[src/sv/cpre_pkg.sv]
// Shared types and field widths for the changed pixel run encoder.
// Used by every module of the block; depends on nothing.
`default_nettype none

package cpre_pkg;

  localparam int unsigned COLOR_W = 24;
  localparam int unsigned X_W     = 11;
  localparam int unsigned Y_W     = 9;
  localparam int unsigned LEN_W   = 12;

  localparam logic [LEN_W-1:0] LEN_MAX = '1;

  // One incoming pixel, less its position.
  typedef struct packed {
    logic [COLOR_W-1:0] color;
    logic               row_end;
    logic               frame_end;
    logic               redraw;
  } pixel_t;

  // One finished run.
  typedef struct packed {
    logic [COLOR_W-1:0] run_color;
    logic [LEN_W-1:0]   run_len;
    logic [Y_W-1:0]     run_y;
    logic [X_W-1:0]     run_x;
    logic               last;
  } run_t;

  // What the run builder hands to the output queue in one cycle.
  typedef struct packed {
    logic first;
    logic second;
  } push_t;

endpackage

`default_nettype wire

[src/sv/cpre_out_queue.sv]
// Four-entry result queue that takes up to two runs a cycle and hands one a
// cycle to the output channel while out_ready is high. Depends on cpre_pkg.
`default_nettype none

module cpre_out_queue (
  input  wire logic            clk,
  input  wire logic            rst,
  input  wire cpre_pkg::push_t push,
  input  wire cpre_pkg::run_t  slot0,
  input  wire cpre_pkg::run_t  slot1,
  output logic                 room,
  output logic                 out_valid,
  input  wire logic            out_ready,
  output cpre_pkg::run_t       out_run
);
  import cpre_pkg::*;

  run_t        entries [4];
  logic [1:0]  wr_ptr;
  logic [1:0]  rd_ptr;
  logic [2:0]  count;
  logic [2:0]  count_next;
  logic        pop;
  logic [1:0]  wr_ptr_plus;

  assign out_valid   = (count != 3'd0);
  assign out_run     = entries[rd_ptr];
  assign pop         = out_valid && out_ready;
  assign room        = (count <= 3'd2);
  assign wr_ptr_plus = wr_ptr + 2'd1;

  always_comb begin
    count_next = count + 3'(push.first) + 3'(push.second) - 3'(pop);
  end

  always_ff @(posedge clk) begin
    if (push.first) begin
      entries[wr_ptr] <= slot0;
    end
    if (push.second) begin
      entries[wr_ptr_plus] <= slot1;
    end
  end

  always_ff @(posedge clk) begin
    if (rst) begin
      wr_ptr <= '0;
      rd_ptr <= '0;
      count  <= '0;
    end else begin
      wr_ptr <= wr_ptr + 2'(push.first) + 2'(push.second);
      rd_ptr <= rd_ptr + 2'(pop);
      count  <= count_next;
    end
  end

endmodule

`default_nettype wire

[config.mk]
export PLATFORM = sky130hd
export DESIGN_NAME = cpre_out_queue
export DESIGN_NICKNAME = d
export VERILOG_FILES = /design/src/sv/cpre_pkg.sv /design/src/sv/cpre_out_queue.sv
export SDC_FILE = /design/constraint.sdc
export NUM_CORES = 1
export LEC_CHECK = 0
export BUFFER_PORTS_ARGS = -buffer_cell sky130_fd_sc_hd__buf_4
export CAP_MARGIN = 15
export CORE_MARGIN = 3
export CORE_UTILIZATION = 45
export DETAILED_ROUTE_END_ITERATION = 10
export GPL_ROUTABILITY_DRIVEN = 1
export HOLD_SLACK_MARGIN = 0.06
export PLACE_DENSITY_LB_ADDON = 0.08
export SYNTH_ARGS = -nofsm -noshare
export SYNTH_HDL_FRONTEND = slang
export SYNTH_SLANG_ARGS = --single-unit
[constraint.sdc]
create_clock -name clk -period 13.05 [get_ports clk]
set_clock_uncertainty 0.1 [all_clocks]
set_input_delay 0.6525 -clock clk [delete_from_list [all_inputs] [get_ports clk]]
set_output_delay 0.6525 -clock clk [all_outputs]
set_load 0.05 [all_outputs]
==> impl_metrics.ini <==
[placement]
io_buffers = 177
place_congestion = 0.793
dp_hpwl_um = 16000
place_ws_ns = 9.99

[synth]
synth-xor-area-share_pct = 0.230
ys.warnings.count = 0
syn-num-nets = 718
synth-simple-area-share_pct = 0.866
syn_avg_cell_area_um2 = 19.3
muxShareOfSynthArea_pct = 34.4
synth_top_family_by_area = multiplexers
synth_cell_types = 27
seq_area_frac_synth_pct = 61.2
synth-compound-area-share_pct = 0.153
ys_ff_latch = 235
postSynthCellCount = 593
async_flop_share_pct = 0
synth_area_um2 = 11400
ys.flop_type = edfxtp_1
synth_edf_count = 228
synthAdderAreaFrac_pct = 0.855

[global_routing]
met2_usage_pct = 33.2
grt_max_degree = 59
grt_pass1_wl_um = 39700
grt.overflow.total = 0
busiest_layer = met2
antenna_found_initial = 1
track_usage_pct = 19.3
grt_pass1_vias = 6897
met1_usage_pct = 25.4
met3_usage_pct = 3.87

[clocking]
cts_setup_buffers = 0
cts-resized-gates = 0
cts_buffers = 26
cts-hold-fix-buffers = 0
ctsRootBufferMaster = clkbuf_16
htree_num_levels = 1
cts_tree = built
clkSinkCount = 235
path_clk_slew_ns = 0.06
clk_latency_ns = 0.52
clockBufferDepth = 3

[power]
power_density_nw_per_um2 = 182
p_sw_share_pct = 33.9
p_int_mw = 1.66
power_leakage_nw = 4.95
p_clk_share_pct = 25.9
pwr-share-comb_pct = 33.9
ir_worst_vdd_uv = 135
power.total_mw = 2.52
seq_power_share_pct = 40.1
p_switching_mw = 0.855

[worst_setup_path]
slowest_stage = buf_4
path_cells = buf_4 > mux4_2 > buf_4
start_kind = flip-flop
endpoint_kind = output pin
cp_max_fo = 36
slowest_delay_ns = 0.70
cp.required_ns = 12.30
cp_common_cell = buf_4
critPathArrivalTime_ns = 2.75
crit_type = reg -> out

[layout]
final_cell_mix = 228 x edfxtp_1, 190 x buf_4, 160 x mux2_2, 57 x mux4_2, 49 x mux2_1
fin_nets = 899
areaGrowthSynthToFinish_pct = 21.1
final_core_util_pct = 56.2
drive_gt1_share_pct = 59.0
n_antenna_cell = 0
final_common_cell = edfxtp_1

[timing]
rsz0062_at_grt = false
slew_headroom_pct = 35.6
setup_violations = 0
finalSetupTns_ns = 0
fin_ws_ns = 9.55
period_needed_ns = 3.50
slew_viol_final = 0
max_freq_mhz = 286
hold_viol = 0
worst_slew_pin_slew_ns = 0.966
post-route-period-util_pct = 26.8

[die]
die_area_um2 = 27300
die_w_um = 165
initial_core_util_pct = 46.4
ios = 178
rows = 57
core_area_um2 = 24600
die_y_um = 165

[route]
vias_per_cell = 5.56
antenna_left = 0
routedWlPerCell_um = 23.7
dr.pass1.iters = 4
drt_iter0_drc = 315
routed-via-count = 6198
drc = 0
wl_um = 26400

[hold_path]
hp-class = in -> reg

[run]
max-cap-violations = 0

[status]
outcome = finished, final reports clean
[flip-flops by register name (all words and copies together), names as in the netlist]
name	count
entries	228
count	3
rd_ptr	2
wr_ptr	2
[cells in the mapped netlist, types with 2 or more instances]
cell type	number	area [um2]
nand3b_1	2	15.0
xnor2_1	2	17.5
buf_6	5	56.3
nor2_1	6	22.5
dfxtp_1	7	140
o21ai_0	2	10.0
nor2b_1	4	25.0
mux2_2	160	1800
fa_1	3	60.1
buf_2	19	95.1
ha_1	3	37.5
edfxtp_1	228	6850
buf_1	3	11.3
mux4_2	57	1280
inv_1	6	22.5
buf_4	9	67.6
mux2_1	49	552
mux2_4	19	285
[area by class of cell]
class,count,area (um2)
Fill cell,1926,10800
Sequential cell,235,6990
Multi-Input combinational cell,315,4230
Timing Repair Buffer,190,1430
Clock buffer,37,713
Tap cell,324,405
Clock inverter,7,32.5
Inverter,6,22.5
[path summary, 6_finish.rpt]
check                           slack [ns]      start            end  cells after the start
worst max-delay path                  9.55  rd_ptr[0]     out_run[1]                      3
worst min-delay path                  0.25        rst      rd_ptr[1]                      2
worst max register to register       10.47  wr_ptr[1]  entries[3][3]                      3
worst min register to register        0.58   count[2]       count[2]                      4
[worst max-delay path, delay by kind of cell, from the launching register on]
family                 cells  cell delay (ns)
buffers and inverters      2             0.91
DFF                        1             0.66
muxes                      1             0.61
[cells by family (layout without fill, tap and decap cells)]
family	Yosys count	in the layout
xor+xnor	3	3
mux	286	286
fa+ha+maj	6	6
flops	235	235
compound gates	3	3
simple gates	17	17
buf+inv	43	240
[power by group through the flow]
stage	logic [mW]	registers, mW	clock network, mW
2_1_floorplan	0.649	0.989	0
3_3_place_gp	0.856	1.03	0
3_5_place_dp	0.867	1.03	0
4_1_cts	0.868	1.01	0.669
5_1_grt	0.904	1.02	0.698
6_report	0.856	1.01	0.653
[layer usage]
layer | vias to the layer above | share of wire, %
met2 | 178 | 50
met4 | 2 | 2.0
met1 | 3194 | 41
met3 | 37 | 6.5
li1 | 2787 | -
met5 | - | 0.076
[through the flow]
step                      hold WS, ns  instances  cell area, um2
final                           0.251       1114           13800
after global routing            0.238       1114           13800
after CTS                       0.226       1114           13800
after detailed placement        0.570       1070           13100
after global placement          0.553       1070           13100
after floorplan                 0.487        593           11400
No activity file was read; power rests on OpenSTA's default activity.
