--- config.mk ---
export PLATFORM = sky130hd
export DESIGN_NAME = cpre_run_builder
export DESIGN_NICKNAME = d
export VERILOG_FILES = /design/src/sv/cpre_pkg.sv /design/src/sv/cpre_run_builder.sv
export SDC_FILE = /design/constraint.sdc
export NUM_CORES = 1
export LEC_CHECK = 0
export ABC_AREA = 1
export ABC_CLOCK_PERIOD_IN_PS = 2860
export BUFFER_PORTS_ARGS = -buffer_cell sky130_fd_sc_hd__clkbuf_2
export CORE_UTILIZATION = 50
export CTS_BUF_LIST = sky130_fd_sc_hd__clkbuf_8 sky130_fd_sc_hd__clkbuf_16
export CTS_CLUSTER_DIAMETER = 120
export DETAILED_ROUTE_END_ITERATION = 10
export PLACE_DENSITY = 0.82
export SETUP_SLACK_MARGIN = 0.1
export SYNTH_ARGS = -nofsm -noshare
export SYNTH_HDL_FRONTEND = slang
export SYNTH_SLANG_ARGS = --single-unit
--- constraint.sdc ---
create_clock -name clk -period 2.86 [get_ports clk]
set_clock_uncertainty 0.2 [all_clocks]
set_input_delay 0.572 -clock clk [delete_from_list [all_inputs] [get_ports clk]]
set_output_delay 0.572 -clock clk [all_outputs]
set_load 0.05 [all_outputs]
--- src/sv/cpre_pkg.sv ---
// Shared types and field widths for the changed pixel run encoder.
// Used by every module of the block; depends on nothing.
`default_nettype none

package cpre_pkg;

  localparam int unsigned COLOR_W = 24;
  localparam int unsigned X_W     = 11;
  localparam int unsigned Y_W     = 9;
  localparam int unsigned LEN_W   = 12;

  localparam logic [LEN_W-1:0] LEN_MAX = '1;

  // One incoming pixel, less its position.
  typedef struct packed {
    logic [COLOR_W-1:0] color;
    logic               row_end;
    logic               frame_end;
    logic               redraw;
  } pixel_t;

  // One finished run.
  typedef struct packed {
    logic [COLOR_W-1:0] run_color;
    logic [LEN_W-1:0]   run_len;
    logic [Y_W-1:0]     run_y;
    logic [X_W-1:0]     run_x;
    logic               last;
  } run_t;

  // What the run builder hands to the output queue in one cycle.
  typedef struct packed {
    logic first;
    logic second;
  } push_t;

endpackage

`default_nettype wire

--- src/sv/cpre_run_builder.sv ---
// Run builder: compares a pixel with its stored colour and extends, opens or
// closes the current run, producing up to two finished runs. Depends on cpre_pkg.
`default_nettype none

module cpre_run_builder #(
  parameter int unsigned COL_W = 11,
  parameter int unsigned ROW_W = 9
) (
  input  wire logic                         clk,
  input  wire logic                         rst,
  input  wire logic                         advance,
  input  wire cpre_pkg::pixel_t             pixel,
  input  wire logic [COL_W-1:0]             column,
  input  wire logic [ROW_W-1:0]             row,
  input  wire logic [cpre_pkg::COLOR_W-1:0] stored_color,
  output cpre_pkg::push_t                   push,
  output cpre_pkg::run_t                    slot0,
  output cpre_pkg::run_t                    slot1
);
  import cpre_pkg::*;

  logic               run_open;
  logic [COL_W-1:0]   run_start;
  logic [COLOR_W-1:0] run_color_held;
  logic [LEN_W-1:0]   run_count;

  logic               run_open_next;
  logic [COL_W-1:0]   run_start_next;
  logic [COLOR_W-1:0] run_color_held_next;
  logic [LEN_W-1:0]   run_count_next;

  logic   changed;
  logic   open_mid;
  logic   first_v;
  logic   end_v;
  run_t   old_run;
  run_t   end_run;

  always_comb begin
    changed             = pixel.redraw || (stored_color != pixel.color);
    open_mid            = run_open;
    run_start_next      = run_start;
    run_color_held_next = run_color_held;
    run_count_next      = run_count;
    first_v             = 1'b0;

    if (changed) begin
      if (!run_open || (pixel.color != run_color_held)) begin
        // A different colour closes the open run before the new one starts.
        first_v             = run_open;
        open_mid            = 1'b1;
        run_start_next      = column;
        run_color_held_next = pixel.color;
        run_count_next      = LEN_W'(1);
      end else if (run_count != LEN_MAX) begin
        run_count_next = run_count + LEN_W'(1);
      end
    end else if (run_open) begin
      first_v  = 1'b1;
      open_mid = 1'b0;
    end

    // The end of a row or of the frame flushes whatever run is still open.
    end_v         = (pixel.row_end || pixel.frame_end) && open_mid;
    run_open_next = open_mid && !end_v;

    old_run.run_x     = X_W'(run_start);
    old_run.run_y     = Y_W'(row);
    old_run.run_len   = run_count;
    old_run.run_color = run_color_held;
    old_run.last      = !end_v;

    end_run.run_x     = X_W'(run_start_next);
    end_run.run_y     = Y_W'(row);
    end_run.run_len   = run_count_next;
    end_run.run_color = run_color_held_next;
    end_run.last      = 1'b1;

    slot0        = first_v ? old_run : end_run;
    slot1        = end_run;
    push.first   = advance && (first_v || end_v);
    push.second  = advance && first_v && end_v;
  end

  always_ff @(posedge clk) begin
    if (rst) begin
      run_open       <= 1'b0;
      run_start      <= '0;
      run_color_held <= '0;
      run_count      <= '0;
    end else if (advance) begin
      run_open       <= run_open_next;
      run_start      <= run_start_next;
      run_color_held <= run_color_held_next;
      run_count      <= run_count_next;
    end
  end

endmodule

`default_nettype wire

==> results of run 1 <==
per-stage QoR:
stage | instances | setup TNS (ns)
after global placement | 1227 | -16.96
after detailed placement | 1227 | -22.51
after floorplan | 894 | 0
logic make-up after synthesis:
kind of cell,after synthesis,synth area share
adders and majority gates,1,0.00258
other,1,0.000774
DFF,48,0.198
buffers and inverters,217,0.199
and+or+nand+nor,458,0.388
AOI/OAI and AO/OA,151,0.179
xor gates and xnor gates,18,0.0325
==> flow_metrics.py, run 1 <==
metrics = {
    "clocking": {
        "numCtsBuffers": 5,
        "htree_levels": 2,
        "cts_root_buf": "clkbuf_8",
        "postCtsResizedCells": 337,
        "cts_buffer_depth": 2,
        "cts_setup_buffers": 23,
        "cts_hold_buf": 0,
        "clkSinkCount": 48,
    },
    "die": {
        "die_h_um": 100,
        "die_x_um": 100,
        "ios": 190,
        "start_util": 0.519,
        "row_count": 35,
    },
    "run_status": {
        "error_message": "[ERROR DPL-0038] Utilization greater than 100%, impossible to legalize",
        "status": "stopped before the end",
        "haltStage": "4_1_cts",
    },
    "yosys": {
        "netlist_top_cells_area": "nand2_1 23%, dfxtp_1 20%, inv_1 11%, nand3_1 10%, a21oi_1 5.4%",
        "synth_largest_area_cell": "nand2_1",
        "yosysTopAreaCellShare": 0.231,
        "synthFlopType": "dfxtp_1",
        "async_reset_ff_frac": 0,
        "synth_cell_types": 28,
        "yosysMostFrequentCell": "nand2_1",
        "synth-edff-count": 0,
        "netlist_top_cells_count": "298 x nand2_1, 148 x inv_1, 99 x nand3_1, 52 x a21oi_1, 48 x dfxtp_1",
        "seq_area_frac_synth": 0.198,
        "ys_seq_elements": 48,
        "ys.warnings.count": 0,
        "netlist_area_um2": 4840,
        "synth_fp_nets": 969,
        "synthCells": 894,
        "synth_area_per_cell_um2": 5.42,
    },
    "placed_design": {
        "io_buffers": 161,
        "gp_congestion": 0.901,
        "dpl.hpwl_um": 12400,
        "placed_area_um2": 7530,
        "place_ws_ns": -0.373,
    },
}
==> inputs of run 2 (changes only) <==
Settings changed: CORE_UTILIZATION 50 to 40, CTS_BUF_LIST sky130_fd_sc_hd__clkbuf_8 sky130_fd_sc_hd__clkbuf_16 to default, CTS_CLUSTER_DIAMETER 120 to default, PLACE_DENSITY 0.82 to default, PLACE_DENSITY_LB_ADDON from default to 0.15, SETUP_SLACK_MARGIN 0.1 to default.
==> run 2 against run 1 <==
The flow now finishes, with violations (DRC, setup timing). Area after synthesis did not move. Synthesized cell count is the same.
==> flow_metrics.py, run 2 <==
metrics = {
    "worst_setup_path": {
        "arrival_ns": 2.40,
        "crit_fanout": 7,
        "cp.required_ns": 2.09,
        "cp_slowest_cell": "clkinvlp_4",
        "crit_type": "in2out",
        "cp_top_family": "buffers and inverters",
        "worst-path-buf-inv": 6,
        "cp_cell_sequence": "clkbuf_2 -> inv_1 -> nand2_1 -> nand2_2 -> nor2_2 -> nand2_1 -> nor2_2 -> nand3_2 -> inv_2 -> nand2_4 -> nand2_8 -> clkinvlp_4 -> buf_6 -> o21ai_4 -> buf_12",
        "worst_setup_path_end_kind": "output port",
        "cpPeakStageDelay_ns": 0.22,
        "start_kind": "input pin",
    },
    "placed_design": {
        "dpl.hpwl_um": 11900,
        "gp_congestion": 0.914,
        "io_buffers": 161,
        "place_ws_ns": -0.319,
    },
    "run_status": {
        "status": "finished, violations left",
        "violations": "DRC, setup timing",
    },
    "yosys": {
        "netlist_area_um2": 4840,
        "synth_cell_types": 28,
        "synth_xor_area_frac": 0.0325,
        "synth-edff-count": 0,
        "synthCells": 894,
        "synthFlopType": "dfxtp_1",
        "synthAdderAreaFrac": 0.00258,
        "synth_fp_nets": 969,
        "yosysTopAreaCellShare": 0.231,
        "synthSimpleGateAreaFrac": 0.388,
        "yosysMostFrequentCell": "nand2_1",
        "synth_largest_area_cell": "nand2_1",
        "synth_top_family_by_area": "simple AND/OR/NAND/NOR gates",
        "synth_compound_area_frac": 0.179,
        "synthMuxAreaShare": 0,
        "ys_seq_elements": 48,
        "synth_area_per_cell_um2": 5.42,
        "netlist_top_cells_area": "nand2_1 23%, dfxtp_1 20%, inv_1 11%, nand3_1 10%, a21oi_1 5.4%",
        "netlist_top_cells_count": "298 x nand2_1, 148 x inv_1, 99 x nand3_1, 52 x a21oi_1, 48 x dfxtp_1",
        "seq_area_frac_synth": 0.198,
        "async_reset_ff_frac": 0,
        "ys.warnings.count": 0,
    },
    "grt": {
        "use_met2": 0.478,
        "grt-ovfl-total": 0,
        "grt_max_degree": 35,
        "antenna_found_initial": 0,
        "grt_pass1_vias": 5997,
        "grt_pass1_wl_um": 28500,
        "grt.busiest_layer": "met2",
        "met3_usage": 0.0481,
        "grt_util_all_layers": 0.278,
        "met1_usage": 0.360,
    },
    "final_layout": {
        "antennaDiodeCount": 0,
        "regMostFlops": "run_color_held",
        "layout_commonest_cell": "nand2_1",
        "largest_registers": "run_color_held (24), run_count (12), run_start (11)",
        "largest_reg_flops": 24,
        "final_cell_mix": "198 x nand2_1, 140 x inv_1, 89 x buf_4, 70 x nand3_1, 66 x buf_12",
        "final_nets": 1223,
        "final_util": 0.849,
        "drive_gt1_frac": 0.483,
        "fill_cells": 656,
        "syn2layout_area_growth_pct": 104,
    },
    "pwr": {
        "p_int_mw": 1.67,
        "power_frac_comb": 0.504,
        "ir_drop_uv": 240,
        "p_leak_nw": 5.06,
        "seqPwrFrac": 0.270,
        "p_per_area_nw_per_um2": 285,
        "p_clk_frac": 0.226,
        "swShare": 0.407,
        "switchingPower_mw": 1.14,
    },
    "clocking": {
        "clock_latency_ns": 0.29,
        "clk_pin_slew_ns": 0.07,
        "cts_root_buf": "clkbuf_16",
        "cts_buffer_depth": 2,
        "numCtsBuffers": 5,
        "htree_levels": 2,
        "cts_tree": "built",
        "clkSinkCount": 48,
    },
    "detailed_routing": {
        "drt-initial-drc-count": 503,
        "viasPerCell": 5.21,
        "wirelength_um": 21000,
        "wire_per_inst_um": 16.3,
        "drc": 13,
        "dr.pass1.iters": 11,
        "vias": 6730,
        "ant_nets": 0,
    },
    "sta": {
        "rsz0062_at_grt": "true",
        "max_freq_mhz": 315,
        "post-route-period-util": 1.11,
        "setup_tns_ns": -15.43,
        "layout_setup_ws_ns": -0.310,
        "hold_viol_final": 0,
        "setup_viol": 96,
        "post-route-min-period_ns": 3.17,
        "finalHoldWorstSlack_ns": 0.393,
        "slew_violations": 0,
    },
    "job": {
        "cap_violations": 0,
    },
    "die": {
        "start_util": 0.417,
        "die_h_um": 112,
        "die_x_um": 112,
        "coreArea_um2": 11600,
        "ios": 190,
        "row_count": 39,
        "die-area_um2": 12600,
    },
    "hold_path": {
        "hold_class": "in2reg",
    },
}
run 2: cell counts after synthesis:
No cell type changed its count.
run 2: power by group through the flow:
| stage | registers, mW | logic [mW] | clock network [mW] |
|---|---|---|---|
| after global routing | 0.763 | 1.49 | 0.656 |
| after global placement | 0.761 | 1.13 | 0 |
| after detailed placement | 0.761 | 1.14 | 0 |
| after CTS | 0.748 | 1.28 | 0.628 |
| after floorplan | 0.753 | 0.752 | 0 |
| final | 0.758 | 1.41 | 0.635 |
run 2: stage by stage:
step,cells,instance area (um2),total power [mW]
floorplan,894,5200,1.51
global placement,1249,7580,1.89
detailed placement,1249,7580,1.90
CTS,1278,8990,2.65
global route,1292,9860,2.91
finish,1292,9860,2.81
run 2: tightest hold or removal path, cell delays in order:
cell and delay [ns]:
clkbuf_2 0.08, inv_1 0.05, nand3_1 0.08, a21oi_1 0.06
run 2: layout make-up:
class                      count  area [um2]  area share
tap                          143         179      0.0181
inverter                     156         589      0.0598
clock buffer                   8         146      0.0148
sequential                    48         965      0.0979
timing repair buffer         308        3780       0.384
multi-input combinational    629        4200       0.426
run 2: logic make-up (layout without fill, tap and decap cells):
kind of cell | after synthesis | in the layout
other | 1 | 1
AOI/OAI and AO/OA | 151 | 151
buffers and inverters | 217 | 472
xor gates and xnor gates | 18 | 18
adders and majority gates | 1 | 1
DFF | 48 | 48
and+or+nand+nor | 458 | 458
run 2: final timing paths:
| kind | cells past startpoint | endpoint | startpoint | slack [ns] |
|---|---|---|---|---|
| hold reg to reg | 4 | run_start[7] | run_start[7] | 0.41 |
| setup / recovery | 15 | slot0[24] | pixel[19] | -0.31 |
| hold / removal | 4 | run_open | pixel[1] | 0.39 |
| setup reg to reg | 15 | run_start[10] | run_color_held[1] | 0.57 |
run 2: metal layers:
| metal | vias up | routed length (um) |
|---|---|---|
| met3 | 69 | 1610 |
| met5 | - | 0 |
| met1 | 3071 | 8400 |
| li1 | 3278 | - |
| met4 | 0 | 752 |
| met2 | 312 | 10200 |
run 2: timing repair:
item | CTS | global route
cloned | 8 | 5
pin swaps | 29 | 37
setup endpoints to repair | 97 | 97
gates resized for setup | 228 | 205
buffers inserted | 13 | 11
hold buffers | 0 | 0
Note: power is estimated with default switching activity, not from simulation.
